==> src/design/ksc_pkg.sv <==
// Shared types, constants and helpers for the keyword shift cipher.
package ksc_pkg;

  localparam int LETTERS  = 26;
  localparam int LETTER_W = 5;

  typedef logic [LETTER_W-1:0] letter_t;
  typedef logic [LETTER_W:0]   wide_t;
  typedef logic [7:0]          byte_t;

  localparam letter_t LETTERS_L    = letter_t'(LETTERS);
  localparam wide_t   LETTERS_WIDE = wide_t'(LETTERS);
  localparam letter_t SHIFT_RESET  = 5'd1;
  localparam byte_t   LOWER_A      = 8'd97;
  localparam byte_t   LOWER_Z      = 8'd122;

  typedef enum logic [1:0] {
    OP_CLEAR  = 2'd0,
    OP_APPEND = 2'd1,
    OP_TEXT   = 2'd2
  } op_t;

  localparam logic CFG_DIRECTION = 1'b0;
  localparam logic CFG_SHIFT     = 1'b1;

  typedef struct packed {
    logic    clear;
    logic    append;
    letter_t letter;
  } key_cmd_t;

  function automatic logic is_lower(input byte_t b);
    return (b >= LOWER_A) && (b <= LOWER_Z);
  endfunction

endpackage

==> src/design/ksc_alphabet.sv <==
// Keyed alphabet state (alphabet and its inverse) with incremental update and lookup.
module ksc_alphabet (
  input  logic               clk,
  input  logic               rst,
  input  ksc_pkg::key_cmd_t  cmd,
  input  ksc_pkg::letter_t   text_letter,
  input  logic               direction,
  input  ksc_pkg::letter_t   shift,
  output ksc_pkg::letter_t   mapped
);
  import ksc_pkg::*;

  // keyed[p]: letter at position p; pos[y]: position of letter y
  letter_t keyed      [LETTERS];
  letter_t keyed_next [LETTERS];
  letter_t pos        [LETTERS];
  letter_t pos_next   [LETTERS];
  letter_t key_length, key_length_next;
  logic [LETTERS-1:0] mask, mask_next;
  logic do_append;
  letter_t x_pos;

  letter_t s_mod;
  wide_t   enc_sum, enc_red;
  wide_t   dec_sum, dec_red;

  always_comb begin
    x_pos     = pos[cmd.letter];
    do_append = cmd.append && !mask[cmd.letter] && (key_length < LETTERS_L);
    keyed_next      = keyed;
    pos_next        = pos;
    key_length_next = key_length;
    mask_next       = mask;
    if (cmd.clear) begin
      for (int i = 0; i < LETTERS; i++) begin
        keyed_next[i] = letter_t'(i);
        pos_next[i]   = letter_t'(i);
      end
      key_length_next = '0;
      mask_next       = '0;
    end else if (do_append) begin
      // new letter lands at the end of the key; unused letters ahead of it slide right
      for (int p = 0; p < LETTERS; p++) begin
        if (letter_t'(p) == key_length) begin
          keyed_next[p] = cmd.letter;
        end else if ((letter_t'(p) > key_length) && (letter_t'(p) <= x_pos)) begin
          keyed_next[p] = keyed[(p + LETTERS - 1) % LETTERS];
        end
      end
      for (int y = 0; y < LETTERS; y++) begin
        if (letter_t'(y) == cmd.letter) begin
          pos_next[y] = key_length;
        end else if ((pos[y] >= key_length) && (pos[y] < x_pos)) begin
          pos_next[y] = pos[y] + 5'd1;
        end
      end
      key_length_next = key_length + 5'd1;
      mask_next       = mask | (LETTERS'(1) << cmd.letter);
    end
  end

  always_ff @(posedge clk) begin
    if (rst) begin
      for (int i = 0; i < LETTERS; i++) begin
        keyed[i] <= letter_t'(i);
        pos[i]   <= letter_t'(i);
      end
      key_length <= '0;
      mask       <= '0;
    end else begin
      keyed      <= keyed_next;
      pos        <= pos_next;
      key_length <= key_length_next;
      mask       <= mask_next;
    end
  end

  // shift is taken mod 26; 5-bit value never reaches 52
  always_comb begin
    s_mod   = (shift >= LETTERS_L) ? (shift - LETTERS_L) : shift;
    enc_sum = {1'b0, text_letter} + LETTERS_WIDE - {1'b0, s_mod};
    enc_red = (enc_sum >= LETTERS_WIDE) ? (enc_sum - LETTERS_WIDE) : enc_sum;
    dec_sum = {1'b0, pos[text_letter]} + {1'b0, s_mod};
    dec_red = (dec_sum >= LETTERS_WIDE) ? (dec_sum - LETTERS_WIDE) : dec_sum;
    mapped  = direction ? dec_red[LETTER_W-1:0] : keyed[enc_red[LETTER_W-1:0]];
  end

  a_len_matches_mask: assert property (@(posedge clk) disable iff (rst)
    key_length == letter_t'($countones(mask)))
    else $error("key length disagrees with used-letter mask");

  a_inverse_head: assert property (@(posedge clk) disable iff (rst)
    pos[keyed[0]] == 5'd0)
    else $error("alphabet and inverse out of step");

  a_len_bound: assert property (@(posedge clk) disable iff (rst)
    key_length <= LETTERS_L)
    else $error("key length above alphabet size");

endmodule

==> src/design/keyword_shift_cipher.sv <==
// Top level of the keyword shift cipher: request pipeline, config registers, result register.
//
// Usage:
//   Input channel (in_valid / in_stall) carries requests of op + data_byte:
//     OP_CLEAR empties the key, OP_APPEND adds a lowercase key letter (others and
//     repeats are dropped), OP_TEXT substitutes one byte. Only OP_TEXT makes a
//     result; op 3 is dropped silently.
//   Output channel (out_valid / out_stall) carries out_byte, one per OP_TEXT.
//   Config port: cfg_write with cfg_index 0 sets direction (cfg_data[0]; 0 encrypt,
//     1 decrypt), index 1 sets shift (cfg_data, 26 or 0 = no rotation). Write only
//     while no request is in flight.
// Timing:
//   One request per cycle sustained while out_stall holds no result. A request is registered
//   at accept, looked up against the keyed alphabet in the following cycle, and
//   written to the output register, raising out_valid, once it can take a value. Key updates
//   are incremental on a 26-entry alphabet and inverse, so a text lookup is one mux.
// Reset (rst, synchronous): key cleared, direction 0, shift 1, both channels empty.
// Stall: while out_stall holds a result, the request stage holds too and in_stall
//   rises only once that stage is occupied, so one request can still be taken.
module keyword_shift_cipher (
  input  logic                  clk,
  input  logic                  rst,
  input  logic                  in_valid,
  output logic                  in_stall,
  input  logic [1:0]            op,
  input  ksc_pkg::byte_t        data_byte,
  output logic                  out_valid,
  input  logic                  out_stall,
  output ksc_pkg::byte_t        out_byte,
  input  logic                  cfg_write,
  input  logic                  cfg_index,
  input  ksc_pkg::letter_t      cfg_data
);
  import ksc_pkg::*;

  // config registers
  logic    direction;
  letter_t shift;

  // request stage
  logic        s1_valid;
  logic [1:0]  s1_op;
  byte_t       s1_byte;

  logic     advance;   // result register can take a new value
  logic     fire;      // request stage is consumed this cycle
  logic     text_fire;
  logic     s1_lower;
  byte_t    s1_diff;
  key_cmd_t cmd;
  letter_t  mapped;

  assign advance  = !out_valid || !out_stall;
  assign in_stall = s1_valid && !advance;
  assign fire     = s1_valid && advance;
  assign s1_lower = is_lower(s1_byte);
  assign s1_diff  = s1_byte - LOWER_A;

  // op decode
  always_comb begin
    cmd.clear  = 1'b0;
    cmd.append = 1'b0;
    cmd.letter = s1_diff[LETTER_W-1:0];
    text_fire  = 1'b0;
    case (op_t'(s1_op))
      OP_CLEAR:  cmd.clear  = fire;
      OP_APPEND: cmd.append = fire && s1_lower;
      OP_TEXT:   text_fire  = fire;
      default:   ;  // unused op: dropped
    endcase
  end

  always_ff @(posedge clk) begin
    if (rst) begin
      s1_valid <= 1'b0;
    end else if (!in_stall) begin
      s1_valid <= in_valid;
    end
  end

  always_ff @(posedge clk) begin
    if (in_valid && !in_stall) begin
      s1_op   <= op;
      s1_byte <= data_byte;
    end
  end

  ksc_alphabet u_alphabet (
    .clk         (clk),
    .rst         (rst),
    .cmd         (cmd),
    .text_letter (s1_diff[LETTER_W-1:0]),
    .direction   (direction),
    .shift       (shift),
    .mapped      (mapped)
  );

  // result register
  always_ff @(posedge clk) begin
    if (rst) begin
      out_valid <= 1'b0;
    end else if (advance) begin
      out_valid <= text_fire;
    end
  end

  always_ff @(posedge clk) begin
    if (text_fire) begin
      out_byte <= s1_lower ? (LOWER_A + {3'b000, mapped}) : s1_byte;
    end
  end

  // config writes
  always_ff @(posedge clk) begin
    if (rst) begin
      direction <= 1'b0;
      shift     <= SHIFT_RESET;
    end else if (cfg_write) begin
      case (cfg_index)
        CFG_DIRECTION: direction <= cfg_data[0];
        CFG_SHIFT:     shift     <= cfg_data;
        default:       ;
      endcase
    end
  end

  a_stall_cause: assert property (@(posedge clk) disable iff (rst)
    in_stall |-> (s1_valid && out_valid && out_stall))
    else $error("input stalled without a blocked result");

  a_text_result: assert property (@(posedge clk) disable iff (rst)
    text_fire |=> out_valid)
    else $error("text request lost its result");

  a_letter_stays_letter: assert property (@(posedge clk) disable iff (rst)
    (text_fire && s1_lower) |=> ((out_byte >= LOWER_A) && (out_byte <= LOWER_Z)))
    else $error("lowercase input gave non-lowercase result");

endmodule

==> config.mk <==
export PLATFORM = sky130hd
export DESIGN_NAME = keyword_shift_cipher
export DESIGN_NICKNAME = d
export VERILOG_FILES = /design/src/design/ksc_pkg.sv /design/src/design/ksc_alphabet.sv /design/src/design/keyword_shift_cipher.sv
export SDC_FILE = /design/constraint.sdc
export NUM_CORES = 1
export LEC_CHECK = 0
export ABC_AREA = 1
export ABC_CLOCK_PERIOD_IN_PS = 5100
export BUFFER_PORTS_ARGS = -buffer_cell sky130_fd_sc_hd__buf_2
export CAP_MARGIN = 0
export CORE_ASPECT_RATIO = 1.5
export CORE_MARGIN = 2
export CORE_UTILIZATION = 59
export DETAILED_ROUTE_END_ITERATION = 8
export PLACE_DENSITY = 0.8
export SYNTH_ARGS = -nofsm -noshare
export SYNTH_HDL_FRONTEND = slang
export SYNTH_SLANG_ARGS = --single-unit
==> constraint.sdc <==
create_clock -name clk -period 5.1 [get_ports clk]
set_input_delay 0.255 -clock clk [delete_from_list [all_inputs] [get_ports clk]]
set_output_delay 0.255 -clock clk [all_outputs]
set_load 0.01 [all_outputs]
# Yosys cells after proc, flatten, opt, wreduce, memory -nomap -nowiden
# Cells that the tools add are included.
[word_totals] ff_bits=317 input_bits=21 wordCells=561
[op_classes] add_sub_neg=35 n_lt_le_gt_ge=113 eq_ne=52 n_shift=1 muxes=120 bitwise=4 n_reduce_logical=175
[op_table] op="$mux 5" n=112
[op_table] op="$add 5x1->5 const B" n=27
[op_table] op="$ge 5x5->1" n=26
[op_table] op="$lt 5x5->1" n=26
[op_table] op="$reduce_and 2->1" n=54
[op_table] op="$reduce_bool 2->1" n=52
[op_table] op="$eq 5x5->1 const A" n=20
[op_table] op="$eq 4x5->1 const A" n=16
[op_table] op="$logic_and 1x1->1" n=59
[op_table] op="$bmux 5 s5" n=2
[op_table] op="$gt 5x5->1 const A" n=10
[op_table] op="$le 5x5->1 const A" n=10
[op_table] op="$eq 3x5->1 const A" n=8
[op_table] op="$gt 4x5->1 const A" n=8
[op_table] op="$le 4x5->1 const A" n=8
[op_table] op="$or 26x26->26" n=1
[op_table] op="$shl 1x5->26 const A" n=1
[op_table] op="$eq 2x5->1 const A" n=4
[op_table] op="$gt 3x5->1 const A" n=4
[op_table] op="$le 3x5->1 const A" n=4
[op_table] op="$sub 5x5->5 const B" n=3
[op_table] op="$ge 6x5->1 const B" n=2
[op_table] op="$ge 6x6->1 const B" n=2
[op_table] op="$not 5->6" n=2
[op_table] op="other kinds (26)" n=39

# Longest topological paths before layout
[depth] depth_word=12 ltp_mapped=36 depth_no_buf=31

# By module
# Synthesis repeated with hierarchy kept, for this count alone.
[hier_totals] cells_unflattened=4067 area_unflattened_um2=26217.6
[modules_own_cells] mod="ksc_alphabet" instances=1 cells_each=3935 area_per_inst_um2=24965.2
[modules_own_cells] mod="keyword_shift_cipher" instances=1 cells_each=132 area_per_inst_um2=1252.5

# Worst setup path after synthesis
# Ideal clock, no wire load.
[synth_path] path_type="register to register" startpoint="register s1_byte[0]" endpoint="register out_byte[4], data pin" setup_ns=0.253 arrival_ns=4.691 required_time_ns=4.847 setup_slack_ns=0.155 path_stages_with_launch=32 period_less_slack_ns=4.945 cell_sequence="edfxtp_1 buf_6 inv_2 buf_2 buf_2 ha_1 nand2_1 o21ai_0 nand2_2 inv_1 buf_4 buf_6 clkbuf_1 ha_1 inv_1 ha_1 a21oi_1 nand3b_1 nand2_1 nand2_1 o21ai_0 clkbuf_1 nand3_1 nand3_1 nand3_1 nand2_1 ha_1 nand3_1 nor2_1 nand2_1 nand3_1 nand2_1"
[synth_via] elab_chain_cells=12 word_cells_on_any_way=24 cone_classes="7 x add/sub; 4 x order compare; 10 x mux; 2 x bitwise; 1 x reduce/logical"
[synth_rtl] element="start, declared" line="keyword_shift_cipher.sv:43" text="byte_t s1_byte;"
[synth_rtl] element="start signal, assigned" line="keyword_shift_cipher.sv:84" text="s1_byte <= data_byte;"
[synth_rtl] element="$sub 5x1->5" line="keyword_shift_cipher.sv:57" text="assign s1_diff = s1_byte - LOWER_A;"
[synth_rtl] element="$add 5x5->6" line="ksc_alphabet.sv:81" text="enc_sum = {1'b0, text_letter} + LETTERS_WIDE - {1'b0, s_mod};"
[synth_rtl] element="$sub 6x5->6" line="ksc_alphabet.sv:81"
[synth_rtl] element="$sub 5x5->5 / $ge 6x5->1 (equally long branches)" line="ksc_alphabet.sv:82" text="enc_red = (enc_sum >= LETTERS_WIDE) ? (enc_sum - LETTERS_WIDE) : enc_sum;"
[synth_rtl] element="$mux 5" line="ksc_alphabet.sv:82"
[synth_rtl] element="$not 5->6 (not written as such)" line="ksc_alphabet.sv:85" text="mapped = direction ? dec_red[LETTER_W-1:0] : keyed[enc_red[LETTER_W-1:0]];"
[synth_rtl] element="$bmux 5 s5" line="ksc_alphabet.sv:85"
[synth_rtl] element="$mux 5 (not written as such) (2 in series)" line="ksc_alphabet.sv:85"
[synth_rtl] element="$mux 5" line="ksc_alphabet.sv:85"
[synth_rtl] element="$add 7x5->8" line="keyword_shift_cipher.sv:109" text="out_byte <= s1_lower ? (LOWER_A + {3'b000, mapped}) : s1_byte;"
[synth_rtl] element="$mux 8 (*)" line="keyword_shift_cipher.sv:109"
[synth_rtl] element="end signal, assigned" line="keyword_shift_cipher.sv:109"
[synth_rtl] element="end, declared" line="keyword_shift_cipher.sv:29" text="output ksc_pkg::byte_t out_byte,"
# Mark *: on every way between the ends. The rest lies on a longest branch, timed or not. The select of a mux whose other input is x is not followed.
# A chain may end at the register's enable or synchronous reset.

# Worst setup path in the final report
[layout_path] startpoint="register s1_byte[0]" endpoint="register out_byte[6], data pin"
# Same word-level chain as after synthesis.

==> metrics.txt <==
clk_skew=~0.025 ns; GRT Max-Usage Layer=met2; DP HPWL=~57,000 µm; global-route wire length before repair=roughly 130,000 µm; synthesized area=roughly 0.025 mm²; fin area=about 0.027 mm²; Slew Viols, Final=0; fin cells=4,358; Ant. Diodes=0; Die ar.=0.0443 mm²; Worst Path Max Fanout=13; Primary FF master, synth=dfxtp_1; Vias/cell=slightly above 6; DRC Markers=0; Worst Path Buf+Inv=3; Most common cell on crit path=nand2_1; Max-Cap Viols=0; DRT antenna net count=0; Worst-Skew Late Latency=roughly 0.55 ns; Tcrit/Tclk final=between 90% and 100%; initial antenna violation count=2; Power Density=between 200 and 300 mW/mm²; # rows=92; CP Data Required Time=between 5 and 6 ns; CP delay by family, top=simple AND/OR/NAND/NOR gates; Clock Sinks=between 300 and 400; number of H-tree levels=2; IR drop worst, VDD=0.000230 V; Period minus WS final=~4.7 ns; gr ovfl total=0; kind of critical path=flip-flop to flip-flop; synth-to-layout area growth=7.95%; Critical Path Max Stage Delay=0.43 ns; initial drt markers=2,396; Yosys reg bits=approximately 320; Netlist cell types=54; f_max=211 MHz; share of cells above drive strength 1=7.38%; DR pass1 iterations=6; status=completed; CTS buffer count=36; endpoints failing hold=0; Hold Crit Class=primary input to flip-flop; drt wl/cell=19.5 µm; largest net degree at the start of global routing=110; Mapped Cells=3,782; most common cell after layout, fill and taps aside=nand2_1; number of global-route vias before repair=~25,000; Worst setup EP type=flip-flop; Worst Path Arrival=between 5 and 6 ns; post-synthesis sequential area ratio=~26%; worst relative slew slack=20.3%; Vias=26,400; Pleak=roughly 13 nW; most frequent cells in the layout=nand2_1 (959), o21ai_0 (379), nand3_1 (345); met3 Resource Use GR=7.15%; # setup viols final=0; Tot Pwr=~0.0073 W; CTS clock-pin slew for the worst setup and hold paths=0.06 ns; Worst path slowest cell=edfxtp_1; die height=257 µm; mean post-synth cell area=6.64 µm²; routed wire length=about 85,000 µm; root buffer cell=clkbuf_16; Layout fillers=3,901; Top Ports=31; final layout net count=4,078; asr flop ratio synth=0%; # placed instances=between 4,000 and 5,000; gpl congestion=1.00; Layout Utilization=64.6%; CTS tree=built; Register Area=between 0.006 and 0.007 mm²; Worst setup SP type=flip-flop; grt met1 use=approximately 40%; maximum clock path buffer count=3; core area=between 0.04 and 0.05 mm²; Initial Util=around 60%; Syn. warnings=0; Area after DPL=0.0257 mm²; I/O Buffers=30; number of enable flip-flop cells after synthesis=18; FF-to-FF setup slack=roughly 0.36 ns; Global Route Usage Sum=between 30% and 40%; Multi-input gate area=~0.017 mm²; die width=~170 µm; Worst-Margin Slew=between 1 and 1.5 ns; Synth Net Count=4,092; GR Util met2=64.2%
area by class of cell:
class	count	share of cell area, %
Multi-Input combinational cell	2982	61.5
Tap cell	564	2.60
Timing Repair Buffer	107	2.98
Timing Repair inverter	1	0.0277
Clock inverter	12	0.447
Inverter	323	4.54
Clock buffer	52	3.86
Sequential cell	317	24.1
final timing paths:
kind,start,endpoint,cells after the start
setup / recovery,s1_byte[0],out_byte[6],28
hold reg to reg,u_alphabet.mask[20],u_alphabet.mask[20],2
hold / removal,cfg_write,direction,3
setup reg to reg,s1_byte[0],out_byte[6],28
metal layers:
metal | vias up | wire (µm)
li1 | 12700 | -
met1 | 12100 | 30800
met2 | 1219 | 40700
met3 | 426 | 6000
met4 | 4 | 7290
met5 | - | 25
state kept, by name, summed over array words and instances, names as in the netlist:
signal,count
s1_op,2
u_alphabet.key_length,5
direction,1
u_alphabet.keyed,130
u_alphabet.pos,130
out_valid,1
u_alphabet.mask,26
shift,5
s1_byte,8
s1_valid,1
out_byte,8
tightest hold or removal path, cell delays in order:
cell	delay (ns)
buf_2	0.12
nand2_1	0.08
a21oi_1	0.07
through the flow:
step	worst slack (ns)	hold WS, ns	TNS (ns)
floorplan	0.155	0.324	0
CTS	0.0953	0.00814	0
global placement	0.218	0.432	0
finish	0.357	0.0118	0
detailed placement	0.150	0.434	0
global route	-0.0222	0.0355	-0.0331
synthesized netlist by cell type (all sizes together) (12+ instances only):
library cell	n	share of area (%)
xnor2	28	0.98
o2111ai	12	0.52
clkbuf	106	1.6
xor2	55	1.9
inv	321	4.8
nand4	13	0.32
o211ai	59	1.8
nor3	18	0.46
nor2	293	4.4
buf	54	1.5
dfxtp	299	24
a211oi	20	0.60
nand3	350	7.1
nand2	1006	16
edfxtp	18	2.2
a21oi	330	6.7
o21ai	409	8.4
o21bai	32	0.96
ha	287	14
kinds of logic after synthesis:
kind of cell,synth area share [%]
multiplexers,0.513
buffers and inverters,7.89
adder cells (fa/ha/maj),14.5
flip-flops,26.0
XOR/XNOR,2.89
AND/OR/NAND/NOR,28.1
AO/OA/AOI/OAI,20.2
where the power goes:
group          total (W)  switching [W]  internal (W)
Sequential       0.00254      0.0000198       0.00252
Combinational    0.00210        0.00141      0.000682
Clock            0.00266        0.00113       0.00153
what timing repair did:
item                                    CTS  global route
endpoints found under the setup margin    0            12
gates resized for setup                   0            21
setup buffers                             0            13
endpoints found under the hold margin    12             0
hold buffers                             12             0
(Power assumes the default switching activity.)
